==> src/design/t2h_pkg.sv <==
// Shared types, string tables and helpers for the text-to-HTML transcoder.
// Used by the front classifier, the plan queue and the back sequencer.
package t2h_pkg;

  localparam int unsigned QueueDepth = 2;
  localparam int unsigned QPtrW      = $clog2(QueueDepth);
  localparam int unsigned QCntW      = $clog2(QueueDepth + 1);
  localparam int unsigned StrBits    = 256;

  localparam logic [7:0] ChNewline = 8'h0A;
  localparam logic [7:0] ChReturn  = 8'h0D;
  localparam logic [7:0] ChSpace   = 8'h20;
  localparam logic [7:0] ChLt      = 8'h3C;
  localparam logic [7:0] ChGt      = 8'h3E;
  localparam logic [7:0] ChAmp     = 8'h26;
  localparam logic [7:0] ChZero    = 8'h30;
  localparam logic [7:0] ChNine    = 8'h39;
  localparam logic [7:0] CyrLead0  = 8'hD0;
  localparam logic [7:0] CyrLead1  = 8'hD1;
  localparam logic [7:0] CyrLow    = 8'd192;
  localparam logic [7:0] CyrHigh   = 8'd240;
  localparam logic [7:0] CyrOff0   = 8'd48;
  localparam logic [7:0] CyrOff1   = 8'd112;

  localparam logic [2:0] ColMax = 3'd7;

  localparam logic [StrBits-1:0] SGrey   = StrBits'("<span style='color:#888888;'>");
  localparam logic [StrBits-1:0] SBlue   = StrBits'("<span style='color:#0055ff;'>");
  localparam logic [StrBits-1:0] STeal   = StrBits'("<span style='color:#008080;'>");
  localparam logic [StrBits-1:0] SMaroon = StrBits'("<span style='color:#800000;'>");
  localparam logic [StrBits-1:0] SClose  = StrBits'("</span>");
  localparam logic [StrBits-1:0] SNbsp   = StrBits'("&nbsp;");
  localparam logic [StrBits-1:0] SBreak  = StrBits'("<br>\n");
  localparam logic [StrBits-1:0] SLt     = StrBits'("&lt;");
  localparam logic [StrBits-1:0] SGt     = StrBits'("&gt;");
  localparam logic [StrBits-1:0] SAmp    = StrBits'("&amp;");
  localparam logic [StrBits-1:0] STail   = StrBits'("</div></body></html>");

  typedef enum logic [3:0] {
    STR_NONE,
    STR_GREY,
    STR_BLUE,
    STR_TEAL,
    STR_MAROON,
    STR_CLOSE,
    STR_NBSP,
    STR_BREAK,
    STR_LT,
    STR_GT,
    STR_AMP,
    STR_TAIL
  } str_id_e;

  typedef enum logic [1:0] {
    MID_NONE,
    MID_RAW1,
    MID_RAW2,
    MID_STR
  } mid_kind_e;

  typedef struct packed {
    str_id_e    head;
    mid_kind_e  mid;
    str_id_e    mid_str;
    logic [7:0] b0;
    logic [7:0] b1;
    str_id_e    tail;
  } plan_t;

  typedef struct packed {
    logic [2:0] column;
    logic       lead;
  } front_st_t;

  function automatic logic [4:0] str_len(str_id_e id);
    logic [4:0] len;
    case (id)
      STR_GREY, STR_BLUE, STR_TEAL, STR_MAROON: len = 5'd29;
      STR_CLOSE: len = 5'd7;
      STR_NBSP:  len = 5'd6;
      STR_BREAK: len = 5'd5;
      STR_LT:    len = 5'd4;
      STR_GT:    len = 5'd4;
      STR_AMP:   len = 5'd5;
      STR_TAIL:  len = 5'd20;
      default:   len = 5'd1;
    endcase
    return len;
  endfunction

  function automatic logic [7:0] str_byte(str_id_e id, logic [4:0] idx);
    logic [StrBits-1:0] s;
    logic [4:0]         pos;
    case (id)
      STR_GREY:   s = SGrey;
      STR_BLUE:   s = SBlue;
      STR_TEAL:   s = STeal;
      STR_MAROON: s = SMaroon;
      STR_CLOSE:  s = SClose;
      STR_NBSP:   s = SNbsp;
      STR_BREAK:  s = SBreak;
      STR_LT:     s = SLt;
      STR_GT:     s = SGt;
      STR_AMP:    s = SAmp;
      STR_TAIL:   s = STail;
      default:    s = '0;
    endcase
    pos = str_len(id) - 5'd1 - idx;
    return s[{pos, 3'b000} +: 8];
  endfunction

endpackage

==> src/design/t2h_queue.sv <==
// Short plan queue between the front classifier and the back sequencer.
// Depends on t2h_pkg.
module t2h_queue (
  input  logic            clk_i,
  input  logic            rst_ni,
  input  logic            push_i,
  input  t2h_pkg::plan_t  plan_i,
  output logic            full_o,
  input  logic            pop_i,
  output logic            valid_o,
  output t2h_pkg::plan_t  plan_o
);

  t2h_pkg::plan_t                   mem_q [t2h_pkg::QueueDepth];
  logic [t2h_pkg::QPtrW-1:0]        wptr_q, rptr_q;
  logic [t2h_pkg::QCntW-1:0]        cnt_q, cnt_d;

  assign full_o  = cnt_q == t2h_pkg::QCntW'(t2h_pkg::QueueDepth);
  assign valid_o = cnt_q != '0;
  assign plan_o  = mem_q[rptr_q];

  always_comb begin
    cnt_d = cnt_q;
    if (push_i && !pop_i) begin
      cnt_d = cnt_q + 1'b1;
    end else if (pop_i && !push_i) begin
      cnt_d = cnt_q - 1'b1;
    end
  end

  always_ff @(posedge clk_i) begin
    if (push_i) begin
      mem_q[wptr_q] <= plan_i;
    end
  end

  always_ff @(posedge clk_i or negedge rst_ni) begin
    if (!rst_ni) begin
      wptr_q <= '0;
      rptr_q <= '0;
      cnt_q  <= '0;
    end else begin
      if (push_i) begin
        wptr_q <= (wptr_q == t2h_pkg::QPtrW'(t2h_pkg::QueueDepth - 1)) ? '0 : wptr_q + 1'b1;
      end
      if (pop_i) begin
        rptr_q <= (rptr_q == t2h_pkg::QPtrW'(t2h_pkg::QueueDepth - 1)) ? '0 : rptr_q + 1'b1;
      end
      cnt_q <= cnt_d;
    end
  end

endmodule

==> config.mk <==
export PLATFORM = sky130hd
export DESIGN_NAME = t2h_queue
export DESIGN_NICKNAME = d
export VERILOG_FILES = /design/src/design/t2h_pkg.sv /design/src/design/t2h_queue.sv
export SDC_FILE = /design/constraint.sdc
export NUM_CORES = 1
export LEC_CHECK = 0
export ABC_CLOCK_PERIOD_IN_PS = 3900
export CORE_ASPECT_RATIO = 0.7
export CORE_MARGIN = 8
export CORE_UTILIZATION = 45
export CTS_BUF_LIST = sky130_fd_sc_hd__clkbuf_4
export DETAILED_ROUTE_END_ITERATION = 16
export DONT_BUFFER_PORTS = 1
export SLEW_MARGIN = 25
export SYNTH_ARGS = -nofsm -noshare
export SYNTH_HDL_FRONTEND = slang
export SYNTH_SLANG_ARGS = --single-unit
export TNS_END_PERCENT = 10
==> constraint.sdc <==
create_clock -name clk_i -period 3.9 [get_ports clk_i]
set_input_delay 0.195 -clock clk_i [delete_from_list [all_inputs] [get_ports clk_i]]
set_output_delay 0.195 -clock clk_i [all_outputs]
set_load 0.005 [all_outputs]
## Word level (Yosys, flattened, before mapping)

Memories as Yosys holds them, arrays and structs flattened.
Index checks and enable logic that the tools add are counted.

| word-level totals | value |
|---|---|
| flip-flop bits (word level) | 4 |
| memory bits (writable) | 60 |
| input port bits | 34 |
| output and inout bits | 32 |
| logic and storage cells | 21 |
| memories | 1 |

Memories:

| memory | words | bits a word | read ports | clocked after memory_dff | wr ports | line | RTL |
|---|---|---|---|---|---|---|---|
| mem_q | 2 | 30 | 1 | 0 | 1 | t2h_queue.sv:14 | `t2h_pkg::plan_t mem_q [t2h_pkg::QueueDepth];` |

| operators by class | value |
|---|---|
| $add $sub $neg | 4 |
| equality and inequality tests | 1 |
| muxes and demuxes | 6 |
| reduce and logical (&&, ||, !) cells | 6 |

Operator list:

| cell | number |
|---|---|
| 1-bit 2-to-1 mux | 4 |
| 2-bit 2-to-1 mux | 2 |
| 2-bit nonzero test | 2 |
| 1-bit adder (second input constant) | 2 |
| 2-bit by 1-bit adder with 2-bit output (second input constant) | 1 |
| 2-bit equality test (second input constant) | 1 |
| 1-bit logical AND | 2 |
| 1-bit zero test | 2 |
| 2-bit by 1-bit subtractor with 2-bit output (second input constant) | 1 |

## Logic depth before layout (Yosys ltp)

| depth | value |
|---|---|
| depth after elaboration | 4 |
| gate-level depth with buffers | 5 |
| depth with buffers taken out | 5 |

## Least setup slack after synthesis

No wires, ideal clock.

| timing | value |
|---|---|
| path type | reg2reg |
| from | reg wptr_q |
| to | mem mem_q[0][0] (netlist bit) (enable) |
| library setup time | 0.421 ns |
| data arrival time | 1.754 ns |
| required time | 3.479 ns |
| slack | 1.726 ns |
| cell stages (with the launch flop) | 2 |
| path buffers | 0 |
| clock period less this slack | 2.174 ns |
| cell sequence | dfrtp_1 -> nor2b_1 |

RTL lines:

| item | line | RTL |
|---|---|---|
| from (decl) | t2h_queue.sv:15 | `logic [t2h_pkg::QPtrW-1:0] wptr_q, rptr_q;` |
| from (signal assigned) | t2h_queue.sv:44 | `wptr_q <= (wptr_q == t2h_pkg::QPtrW'(t2h_pkg::QueueDepth - 1)) ? '0 : wptr_q + 1'b1;` |
| to (decl) | t2h_queue.sv:14 |  |

No word-level cell before the write port.

==> metrics <==
fin nets 188; Crit path largest cell delay around 530 ps; status finished clean; drt first pass iters 2; vias in the first global route roughly 1.2k; fin crit share approximately half; Slew Viols, Final 0; GRT Total Usage a little under an eighth; R2R depth 2; Fin. Hold Viols 0; Netlist Area Pre-Place around 2400 um2; worst path bufs/invs 1; startpoint types register; register-to-register path setup slack 2650 ps; Max FO, Critical Path 24; synth unique cells 12; Std-Cell Rows 22; RSZ-0062 raised after global routing no; min Tclk post-route roughly 1900 ps; CTS buffer count 9; Final Util a little under three fifths; register area share after synthesis 80.5%; Slew headroom about three quarters; pwr/cell area between 600 and 700 nW/um2; PnR worst setup slack 2000 ps; first-pass GRT wire length about 6400 um; CP cell instances buf_4, mux2_2; GR Overflow Total 0; Setup Buffers After CTS 0; hold path depth 2; final WL 4080 um; fillcell total 414; clk sinks 64; clock skew 6.05 ps; worst hold path type primary input to register; Peak VDD IR 0.000298 V; Syn-to-layout area delta 24.2%; Avg Inst Size Synth between 20 and 25 um2; die height between 70 and 80 um; drc violations 0; count of hold-fix buffers inserted at cts 33; clock slew at reported path FFs roughly 90 ps; final antenna-violating net count 0; Post-CTS Resized 0; Design Area, Final around 3000 um2; final setup vio count 0; Crit path arrival time about 1700 ps; CP max stage cell dfrtp_1; number of synthesis warnings 0; Port Buffers 0; commonest non-fill, non-tap cell in the layout edfxtp_1; largest net degree at the start of global routing 31; htree depth 3; Setup TNS 0 ps; WL/cell between 15 and 20 um; WP data required between 3000 and 4000 ps; CP delay by family, top flip-flops; critical path depth 2; routed vias/inst about 4.7; number of buffers on the longest clock path 2; CTS tree done; Post-Syn Instances between 100 and 150; initial core utilization a little under half; GP Congestion approximately 0.67; core area between 5000 and 6000 um2; Die Width roughly 100 um; Tot Pwr 1.88 mW; via count 1,082; DIE AREA between 7000 and 8000 um2; Leakage between 1 and 1.5 nW; WS Path Type register to output port; diode count 0; layout cells sized above 1 31.6%; Clk Latency, worst-skew pair 390 ps; CP Capture Type output port; Setup WS pre-CTS ~2400 ps; flops & latches, synth 64; Least-Margin Pin Slew 403 ps; Max Cap Viol 0; post-placement cell area about 2400 um2; Max Freq 0.525 GHz; I/O pin count between 60 and 70; most frequent cells in the layout 60 x edfxtp_1, 33 x dlygate4sd3_1, 30 x mux2_2; initial antenna violation count 0; clock root buffer clkbuf_4; DR iter-0 viols 10; synthesized net count 144
-- power by group --
part | internal (mW) | switching (mW) | total (mW) | leakage [nW]
Clock | 0.279 | 0.206 | 0.485 | 0.0890
Sequential | 0.914 | 0.0551 | 0.969 | 0.610
Combinational | 0.202 | 0.221 | 0.424 | 0.317
Total | 1.40 | 0.483 | 1.88 | 1.02
-- kinds of logic (layout without fill, tap and decap cells) --
kind of cell,count (synthesis),after routing,synth area share [%]
flip-flops,64,64,80.5
buffers and inverters,4,53,1.59
multiplexers,30,30,14.3
AND/OR/NAND/NOR,5,5,1.22
XOR/XNOR,5,5,1.85
adder cells (fa/ha/maj),1,1,0.530
-- cell usage after synthesis --
cell / n / share of area (%)
inv_1: 1 / 0.16
xnor2_1: 1 / 0.37
edfxtp_1: 60 / 76
nor2b_1: 2 / 0.53
or2_2: 1 / 0.26
ha_1: 1 / 0.53
dfrtp_1: 4 / 4.2
and2_1: 1 / 0.26
buf_6: 3 / 1.4
xor2_1: 4 / 1.5
nor2_1: 1 / 0.16
mux2_2: 30 / 14
-- layout make-up --
type                            count  area (um2)  area share [%]
Multi-Input combinational cell     41         425            14.5
Inverter                            1        3.75           0.128
Tap cell                           72        90.1            3.07
Clock inverter                      4        68.8            2.35
Sequential cell                    64        1900            64.8
Clock buffer                       12        90.1            3.07
Timing Repair Buffer               36         353            12.0
-- flip-flops by register name (all words and copies together), names as in the netlist --
register  cells
mem_q        60
cnt_q         2
rptr_q        1
wptr_q        1
-- stage by stage --
stage	hold WS, ps	cells
2_1_floorplan	-101	109
3_3_place_gp	-100	181
3_5_place_dp	-100	181
4_1_cts	7.02	230
5_1_grt	4.45	230
6_report	37.5	230
-- layer usage --
metal / routed length (um) / track usage [%] / vias up
met5: 0 / 0 / -
met4: 83 / 7.45 / 0
met3: 535 / 8.39 / 9
met2: 2130 / 18.8 / 47
met1: 1330 / 9.68 / 519
li1: - / - / 507
-- final timing paths --
| path | to | from |
|---|---|---|
| min in group asynchronous | cnt_q[0] | rst_ni |
| worst min register to register | wptr_q | wptr_q |
| worst max register to register | mem_q[1][5] | wptr_q |
| worst max-delay path | plan_o[4] | rptr_q |
| max in group asynchronous | rptr_q | rst_ni |
| worst min-delay path | cnt_q[0] | push_i |
-- worst register-to-register path: stages, from the launching register on --
cell and delay (ps):
dfrtp_1 410, and2_1 140, buf_4 360
(Power assumes the default switching activity.)
