### src/design/t2h_pkg.sv
// Shared types, string tables and helpers for the text-to-HTML transcoder.
// Used by the front classifier, the plan queue and the back sequencer.
package t2h_pkg;

  localparam int unsigned QueueDepth = 2;
  localparam int unsigned QPtrW      = $clog2(QueueDepth);
  localparam int unsigned QCntW      = $clog2(QueueDepth + 1);
  localparam int unsigned StrBits    = 256;

  localparam logic [7:0] ChNewline = 8'h0A;
  localparam logic [7:0] ChReturn  = 8'h0D;
  localparam logic [7:0] ChSpace   = 8'h20;
  localparam logic [7:0] ChLt      = 8'h3C;
  localparam logic [7:0] ChGt      = 8'h3E;
  localparam logic [7:0] ChAmp     = 8'h26;
  localparam logic [7:0] ChZero    = 8'h30;
  localparam logic [7:0] ChNine    = 8'h39;
  localparam logic [7:0] CyrLead0  = 8'hD0;
  localparam logic [7:0] CyrLead1  = 8'hD1;
  localparam logic [7:0] CyrLow    = 8'd192;
  localparam logic [7:0] CyrHigh   = 8'd240;
  localparam logic [7:0] CyrOff0   = 8'd48;
  localparam logic [7:0] CyrOff1   = 8'd112;

  localparam logic [2:0] ColMax = 3'd7;

  localparam logic [StrBits-1:0] SGrey   = StrBits'("<span style='color:#888888;'>");
  localparam logic [StrBits-1:0] SBlue   = StrBits'("<span style='color:#0055ff;'>");
  localparam logic [StrBits-1:0] STeal   = StrBits'("<span style='color:#008080;'>");
  localparam logic [StrBits-1:0] SMaroon = StrBits'("<span style='color:#800000;'>");
  localparam logic [StrBits-1:0] SClose  = StrBits'("</span>");
  localparam logic [StrBits-1:0] SNbsp   = StrBits'("&nbsp;");
  localparam logic [StrBits-1:0] SBreak  = StrBits'("<br>\n");
  localparam logic [StrBits-1:0] SLt     = StrBits'("&lt;");
  localparam logic [StrBits-1:0] SGt     = StrBits'("&gt;");
  localparam logic [StrBits-1:0] SAmp    = StrBits'("&amp;");
  localparam logic [StrBits-1:0] STail   = StrBits'("</div></body></html>");

  typedef enum logic [3:0] {
    STR_NONE,
    STR_GREY,
    STR_BLUE,
    STR_TEAL,
    STR_MAROON,
    STR_CLOSE,
    STR_NBSP,
    STR_BREAK,
    STR_LT,
    STR_GT,
    STR_AMP,
    STR_TAIL
  } str_id_e;

  typedef enum logic [1:0] {
    MID_NONE,
    MID_RAW1,
    MID_RAW2,
    MID_STR
  } mid_kind_e;

  typedef struct packed {
    str_id_e    head;
    mid_kind_e  mid;
    str_id_e    mid_str;
    logic [7:0] b0;
    logic [7:0] b1;
    str_id_e    tail;
  } plan_t;

  typedef struct packed {
    logic [2:0] column;
    logic       lead;
  } front_st_t;

  function automatic logic [4:0] str_len(str_id_e id);
    logic [4:0] len;
    case (id)
      STR_GREY, STR_BLUE, STR_TEAL, STR_MAROON: len = 5'd29;
      STR_CLOSE: len = 5'd7;
      STR_NBSP:  len = 5'd6;
      STR_BREAK: len = 5'd5;
      STR_LT:    len = 5'd4;
      STR_GT:    len = 5'd4;
      STR_AMP:   len = 5'd5;
      STR_TAIL:  len = 5'd20;
      default:   len = 5'd1;
    endcase
    return len;
  endfunction

  function automatic logic [7:0] str_byte(str_id_e id, logic [4:0] idx);
    logic [StrBits-1:0] s;
    logic [4:0]         pos;
    case (id)
      STR_GREY:   s = SGrey;
      STR_BLUE:   s = SBlue;
      STR_TEAL:   s = STeal;
      STR_MAROON: s = SMaroon;
      STR_CLOSE:  s = SClose;
      STR_NBSP:   s = SNbsp;
      STR_BREAK:  s = SBreak;
      STR_LT:     s = SLt;
      STR_GT:     s = SGt;
      STR_AMP:    s = SAmp;
      STR_TAIL:   s = STail;
      default:    s = '0;
    endcase
    pos = str_len(id) - 5'd1 - idx;
    return s[{pos, 3'b000} +: 8];
  endfunction

endpackage

### src/design/t2h_in_if.sv
// Input channel of the transcoder: valid/ready with one text byte or end of stream.
// Standalone interface, no dependencies.
interface t2h_in_if;
  logic       valid;
  logic       ready;
  logic       cmd;
  logic [7:0] text_byte;

  modport source (output valid, output cmd, output text_byte, input ready);
  modport sink   (input valid, input cmd, input text_byte, output ready);
endinterface

### src/design/t2h_front.sv
// Front classifier: accepts input transfers, tracks column and pending lead byte,
// and builds an emission plan. Depends on t2h_pkg and t2h_in_if.
module t2h_front (
  input  logic                clk_i,
  input  logic                rst_ni,
  t2h_in_if.sink              in_s,
  input  logic [1:0]          mode_i,
  input  logic                full_i,
  output logic                push_o,
  output t2h_pkg::plan_t      plan_o,
  output t2h_pkg::front_st_t  st_o
);

  logic [2:0] col_q, col_d;
  logic       lead_q, lead_d;
  logic       accept;
  logic       emit;
  logic [7:0] c;
  logic       is_esc;
  logic       adv;

  assign in_s.ready = !full_i;
  assign accept     = in_s.valid && in_s.ready;
  assign c          = in_s.text_byte;
  assign is_esc     = (c == t2h_pkg::ChSpace) || (c == t2h_pkg::ChLt) ||
                      (c == t2h_pkg::ChGt) || (c == t2h_pkg::ChAmp);

  always_comb begin
    plan_o.head    = t2h_pkg::STR_NONE;
    plan_o.mid     = t2h_pkg::MID_NONE;
    plan_o.mid_str = t2h_pkg::STR_NONE;
    plan_o.b0      = c;
    plan_o.b1      = c;
    plan_o.tail    = t2h_pkg::STR_NONE;
    emit           = 1'b1;
    adv            = 1'b0;
    col_d          = col_q;
    lead_d         = lead_q;
    if (in_s.cmd) begin
      plan_o.head = lead_q ? t2h_pkg::STR_CLOSE : t2h_pkg::STR_NONE;
      plan_o.tail = t2h_pkg::STR_TAIL;
      col_d       = '0;
      lead_d      = 1'b0;
    end else if (lead_q) begin
      plan_o.mid  = t2h_pkg::MID_RAW1;
      plan_o.tail = t2h_pkg::STR_CLOSE;
      adv         = 1'b1;
      lead_d      = 1'b0;
    end else if (c == t2h_pkg::ChNewline) begin
      plan_o.head = (col_q == '0) ? t2h_pkg::STR_NBSP : t2h_pkg::STR_NONE;
      plan_o.tail = t2h_pkg::STR_BREAK;
      col_d       = '0;
    end else if (c == t2h_pkg::ChReturn) begin
      emit = 1'b0;
    end else begin
      if (col_q <= 3'd2) begin
        plan_o.head = t2h_pkg::STR_GREY;
      end else if (col_q <= 3'd6) begin
        plan_o.head = t2h_pkg::STR_BLUE;
      end else if (c >= t2h_pkg::ChZero && c <= t2h_pkg::ChNine) begin
        plan_o.head = t2h_pkg::STR_TEAL;
      end else begin
        plan_o.head = t2h_pkg::STR_MAROON;
      end
      plan_o.tail = t2h_pkg::STR_CLOSE;
      adv         = 1'b1;
      if (is_esc) begin
        plan_o.mid = t2h_pkg::MID_STR;
        case (c)
          t2h_pkg::ChSpace: plan_o.mid_str = t2h_pkg::STR_NBSP;
          t2h_pkg::ChLt:    plan_o.mid_str = t2h_pkg::STR_LT;
          t2h_pkg::ChGt:    plan_o.mid_str = t2h_pkg::STR_GT;
          default:          plan_o.mid_str = t2h_pkg::STR_AMP;
        endcase
      end else if (mode_i == 2'd0) begin
        plan_o.mid = t2h_pkg::MID_RAW1;
        if (c[7:5] == 3'b110) begin
          plan_o.tail = t2h_pkg::STR_NONE;
          adv         = 1'b0;
          lead_d      = 1'b1;
        end else if (c[7:6] == 2'b10) begin
          adv = 1'b0;
        end
      end else if (c >= t2h_pkg::CyrLow) begin
        plan_o.mid = t2h_pkg::MID_RAW2;
        if (c < t2h_pkg::CyrHigh) begin
          plan_o.b0 = t2h_pkg::CyrLead0;
          plan_o.b1 = c - t2h_pkg::CyrOff0;
        end else begin
          plan_o.b0 = t2h_pkg::CyrLead1;
          plan_o.b1 = c - t2h_pkg::CyrOff1;
        end
      end else begin
        plan_o.mid = t2h_pkg::MID_RAW1;
      end
    end
    if (adv && col_q != t2h_pkg::ColMax) begin
      col_d = col_q + 3'd1;
    end
  end

  assign push_o = accept && emit;

  always_ff @(posedge clk_i or negedge rst_ni) begin
    if (!rst_ni) begin
      col_q  <= '0;
      lead_q <= 1'b0;
    end else if (accept) begin
      col_q  <= col_d;
      lead_q <= lead_d;
    end
  end

  assign st_o.column = col_q;
  assign st_o.lead   = lead_q;

endmodule

### src/flat_wrapper.sv
// flat-port wrapper written by rule: the top's interface ports become plain ports
module t2h_front_flat 
  (clk_i, rst_ni, mode_i, full_i, push_o, plan_o, st_o, in_s_valid, in_s_cmd, in_s_text_byte, in_s_ready);
  t2h_in_if in_s_i ();
  input  logic clk_i;
  input  logic rst_ni;
  input  logic [1:0] mode_i;
  input  logic full_i;
  output logic push_o;
  output t2h_pkg::plan_t plan_o;
  output t2h_pkg::front_st_t st_o;
  input wire logic [$bits(in_s_i.valid)-1:0] in_s_valid;
  input wire logic [$bits(in_s_i.cmd)-1:0] in_s_cmd;
  input wire logic [$bits(in_s_i.text_byte)-1:0] in_s_text_byte;
  output wire logic [$bits(in_s_i.ready)-1:0] in_s_ready;
  assign in_s_i.valid = in_s_valid;
  assign in_s_i.cmd = in_s_cmd;
  assign in_s_i.text_byte = in_s_text_byte;
  assign in_s_ready = in_s_i.ready;
  t2h_front u_core (.clk_i(clk_i), .rst_ni(rst_ni), .in_s(in_s_i), .mode_i(mode_i), .full_i(full_i), .push_o(push_o), .plan_o(plan_o), .st_o(st_o));
endmodule
### config.mk
export PLATFORM = sky130hd
export DESIGN_NAME = t2h_front_flat
export DESIGN_NICKNAME = d
export VERILOG_FILES = /design/src/design/t2h_pkg.sv /design/src/design/t2h_in_if.sv /design/src/design/t2h_front.sv /design/src/flat_wrapper.sv
export SDC_FILE = /design/constraint.sdc
export NUM_CORES = 1
export LEC_CHECK = 0
export ABC_AREA = 1
export BUFFER_PORTS_ARGS = -buffer_cell sky130_fd_sc_hd__buf_4
export CAP_MARGIN = 5
export CORE_AREA = 2 2 51 53
export CTS_BUF_LIST = sky130_fd_sc_hd__clkbuf_8
export DETAILED_ROUTE_END_ITERATION = 7
export DIE_AREA = 0 0 53 55
export GPL_TIMING_DRIVEN = 0
export PLACE_DENSITY = 0.78
export SYNTH_ARGS = -nofsm -noshare
export SYNTH_HDL_FRONTEND = slang
export SYNTH_SLANG_ARGS = --single-unit
### constraint.sdc
create_clock -name clk_i -period 1.44 [get_ports clk_i]
set_clock_uncertainty 0.1 [all_clocks]
set_input_delay 0.288 -clock clk_i [delete_from_list [all_inputs] [get_ports clk_i]]
set_output_delay 0.288 -clock clk_i [all_outputs]
set_load 0.01 [all_outputs]
**Word-level counts from Yosys, hierarchy flattened**

Index checks and enable logic that the tools add are counted.

- Magnitude comparators: 6
- Add/sub/neg operators: 3
- Muxes and demuxes: 50
- Equal/unequal tests: 10
- Reductions and logical operators: 12

Operators with widths:

| kind | number |
|---|---|
| 22-bit two-way mux | 2 |
| 20-bit two-way mux | 2 |
| 4-bit two-way mux | 9 |
| 8-bit by 6-bit == test with 1-bit output (second input constant) | 4 |
| 16-bit two-way mux | 2 |
| 30-bit two-way mux | 1 |
| 3-bit two-way mux | 9 |
| 1-bit two-way mux | 19 |
| 8-bit by 4-bit == test with 1-bit output (second input constant) | 2 |
| 4-bit case mux with 3 select lines | 1 |
| 9-bit two-way mux | 1 |
| 8-bit by 6-bit >= comparator with 1-bit output (second input constant) | 1 |
| 8-bit >= comparator (second input constant) | 1 |
| 8-bit by 6-bit less-or-equal comparator with 1-bit output (second input constant) | 1 |
| 8-bit < comparator (second input constant) | 1 |
| 2-bit two-way mux | 4 |
| 8-bit by 6-bit subtractor with 8-bit output (second input constant) | 1 |
| 8-bit by 7-bit subtractor with 8-bit output (second input constant) | 1 |
| 3-bit != test (second input constant) | 2 |
| 1-bit logical AND | 4 |
| 3-bit by 1-bit adder with 3-bit output (second input constant) | 1 |
| 3-bit == test (second input constant) | 1 |
| 3-bit by 2-bit less-or-equal comparator with 1-bit output (second input constant) | 1 |
| 3-bit less-or-equal comparator (second input constant) | 1 |
| other kinds (7) | 9 |

- Logic and storage cells: 83
- Output and inout bits: 36
- Input bits: 15
- Register bits: 4

**Longest topological paths before layout**

- Depth after elaboration: 12
- Depth in mapped cells: 10
- Gate-level depth less buffers: 10

**Worst setup path before layout**

No wires, ideal clock.

- Path type: input to output
- Start: in in_s_text_byte[5]
- End: out plan_o[15] (netlist name)
- Cell stages on the path: 10
- Slack: -0.167 ns
- Data arrival time: 1.219 ns
- Data required time: 1.052 ns
- Path through: inv_1 -> ha_1 -> inv_1 -> nor2_4 -> nand2_4 -> nand2_4 -> nor2_8 -> nand2_1 -> nor2_2 -> nor2_1

RTL lines:

| item | line | RTL |
|---|---|---|
| start, declared | flat_wrapper.sv:14 | `input wire logic [$bits(in_s_i.text_byte)-1:0] in_s_text_byte;` |
| end, declared | flat_wrapper.sv:10 | `output t2h_pkg::plan_t plan_o;` |

==> results.cfg <==
[synthesis]
netlist_instances = 157
synth_compound_area_share_pct = 11.8
syn_area_per_cell_um2 = 5.94
synth_top_family_by_area = simple AND/OR/NAND/NOR gates
synth_top_area_share_pct = 17.7
syn-num-nets = 180
synth.area.mux_share_pct = 0
synth_seq_cells = 4
synthTopCellsByArea = nand2_1 (18%), dfrtp_1 (11%), ha_1 (11%)
synth_fa_ha_area_share_pct = 10.7
yosys.area_share.simple_pct = 47.0
ys_seq_area_share_pct = 10.7
synth_xor_xnor_area_share_pct = 0
ys_types = 28
post-synth-top-area-cell = nand2_1
netlist_area_um2 = 932
yosysWarnings = 0

[cells_and_area]
antenna_cells = 0
syn2layout_area_growth_pct = 118
nets = 262
drive_gt1_share_pct = 73.4

[placed_design]
io_buffers = 49
gp_congestion = 0.847
dp_hpwl_mm = 2.27

[pwr]
fin_total_pwr_mw = 1.12
leakagePower_nw = 1.01
peakVddDrop_mv = 0.787
power_density_mw_per_mm2 = 552

[timing]
period_needed_ns = 1.89
final.period_utilization_pct = 131
setup_slack_ns = -0.451
setup-violations-final = 26
slew_violations = 0
rsz0062_at_grt = yes
fmax_mhz = 529
finalHoldViolCount = 0
timing.hold.ws_ns = 0.337

[floorplanning]
initial_utilization_pct = 39.4
dieArea_mm2 = 0.00292
fp.dieH_um = 55
io_pins = 51
die_width_um = 53
rows = 18
coreArea_mm2 = 0.00236

[routing]
num_vias = 1481
dr.pass1.iters = 4
drtAntennaViolNets = 0
drt-vias-per-instance = 5.55
routed_wl_mm = 4.73
wl_per_cell_um = 17.7
drc = 0
drt_iter0_drc = 51

[job]
maxCapViolations = 0

[clock_network]
cts-root-buf = clkbuf_8
cts_buffers = 3
clk_pin_slew_ns = 0.03
cts_tree = yes
insertion_delay_ns = 0.21
cts.sink_count = 4
clock_path_buffers = 2
htree_levels = 1

[global_route]
grt_pass1_vias = 1367
use_met2_pct = 54.2
grt_util_met3_pct = 3.76
grt_busiest_layer = met2
antenna_found_initial = 0
grt_pass1_wl_mm = 6.07
grt_max_degree = 9
globalRouteMet1Util_pct = 31.6
grt_usage_pct = 28.3
overflow = 0

[critical_path]
crit_buf_inv = 2
critPathMaxStageDelay_ns = 0.42
critPathRequiredTime_ns = 1.05
cp-start-kind = flip-flop
crit_chain = nor2_4, inv_4, nor2_8, nand2_2, nor2_4, nor2_2, buf_4
crit_fanout = 7
critPathTopFamily = simple AND/OR/NAND/NOR gates
crit_arrival_ns = 1.50
criticalPathCategory = flip-flop to output port
crit_path_end_kind = output port
crit_top_cell = nor2_4
slowest_stage = dfrtp_2

[hold_path]
hold_path_class = input pin to asynchronous set/reset pin

[outcome]
violations = setup timing
outcome = finished with violations
==> worst register-to-register path, delay by kind of cell (launching register included) <==
kind / cells / cell delay (ns)
buf+inv: 4 / 0.61
flops: 1 / 0.39
simple gates: 4 / 0.39
==> through the flow <==
| step | std cells | setup TNS [ns] | area, um2 | util, % | setup WS [ns] |
|---|---|---|---|---|---|
| floorplan | 157 | -0.420 | 1090 | - | -0.0896 |
| global placement | 236 | -6.74 | 1490 | 63.1 | -0.512 |
| detailed placement | 236 | -7.01 | 1490 | 63.1 | -0.509 |
| CTS | 261 | -5.97 | 1880 | 79.4 | -0.330 |
| global route | 267 | -8.95 | 2030 | 85.9 | -0.527 |
| finish | 267 | -7.85 | 2030 | 85.9 | -0.451 |
==> cells in the final DEF, fill, tap and decap left out, types with 3 or more instances in the layout <==
cell and instances:
nand2_4 4, buf_4 61, buf_6 20, nand2_1 25, nand3_2 8, nand2_2 21, inv_2 10, clkbuf_8 3
nor2_2 6, inv_1 11, o21ai_1 3, a21oi_2 3, nand4_1 3, dfrtp_2 3, inv_4 4, ha_4 7
nor2_4 6, o21ai_2 3, nand3_1 5, nor2_1 5
==> area by class of cell <==
type                            count  area, um2
Buffer                             10       78.8
Clock buffer                        3       41.3
Fill cell                         120        334
Inverter                           28        139
Multi-Input combinational cell    115        953
Sequential cell                     4        104
Tap cell                           30       37.5
Timing Repair Buffer               77        677
==> logic make-up after synthesis <==
logic type / count (synthesis)
simple gates: 88
buf+inv: 38
compound gates: 18
fa+ha+maj: 8
flops: 4
other cells: 1
==> what timing repair did <==
item / CTS / global route
pin swaps: 27 / 20
gates cloned: 0 / 0
buffers inserted: 21 / 9
hold endpoints to repair: 4 / 0
endpoints found under the setup margin: 25 / 27
gates resized for setup: 46 / 35
hold buffers: 1 / 0
==> metal layers <==
metal,vias up,share of wire [%]
met5,-,0
li1,655,-
met3,21,6.7
met4,0,3.6
met2,103,54
met1,702,36
==> path summary, 6_finish.rpt <==
check                                   to             from  cells after the start  slack, ns
max                             plan_o[17]    u_core.lead_q                      7      -0.45
min                        u_core.col_q[1]           rst_ni                      2       0.34
max reg2reg                u_core.col_q[2]    u_core.lead_q                      8      -0.17
min reg2reg                u_core.col_q[0]  u_core.col_q[0]                      3       0.59
max in group asynchronous  u_core.col_q[2]           rst_ni                      2       0.79
min in group clk_i           u_core.lead_q        mode_i[0]                      4       0.39
==> power by group <==
group | internal (mW) | leakage, nW | switching (mW) | total (mW)
Sequential | 0.131 | 0.0491 | 0.0285 | 0.159
Clock | 0.178 | 0.0216 | 0.0566 | 0.235
Combinational | 0.355 | 0.943 | 0.371 | 0.726
Total | 0.664 | 1.01 | 0.456 | 1.12
==> registers in the layout, indices dropped and copies added, names as in the netlist <==
register / flops
u_core.col_q: 3
u_core.lead_q: 1
==> synthesized netlist by cell type <==
library cell and instances:
a21oi_1 5, dfrtp_1 4, nor2_8 1, inv_1 25, nor2_2 2, nor3_2 1, o21ai_2 1, o211ai_1 1
a41oi_1 2, inv_2 3, o31ai_1 1, conb_1 1, buf_2 1, nand3_1 14, nor3_1 1, o21ai_0 6
nor2_1 13, nor3b_2 1, dlygate4sd1_1 2, a21boi_0 1, nand2_1 44, nor2_4 2, nand4_1 3, nand2_4 3
nand2_2 3, o22ai_1 1, buf_4 7, ha_1 8
(Power assumes the default switching activity.)
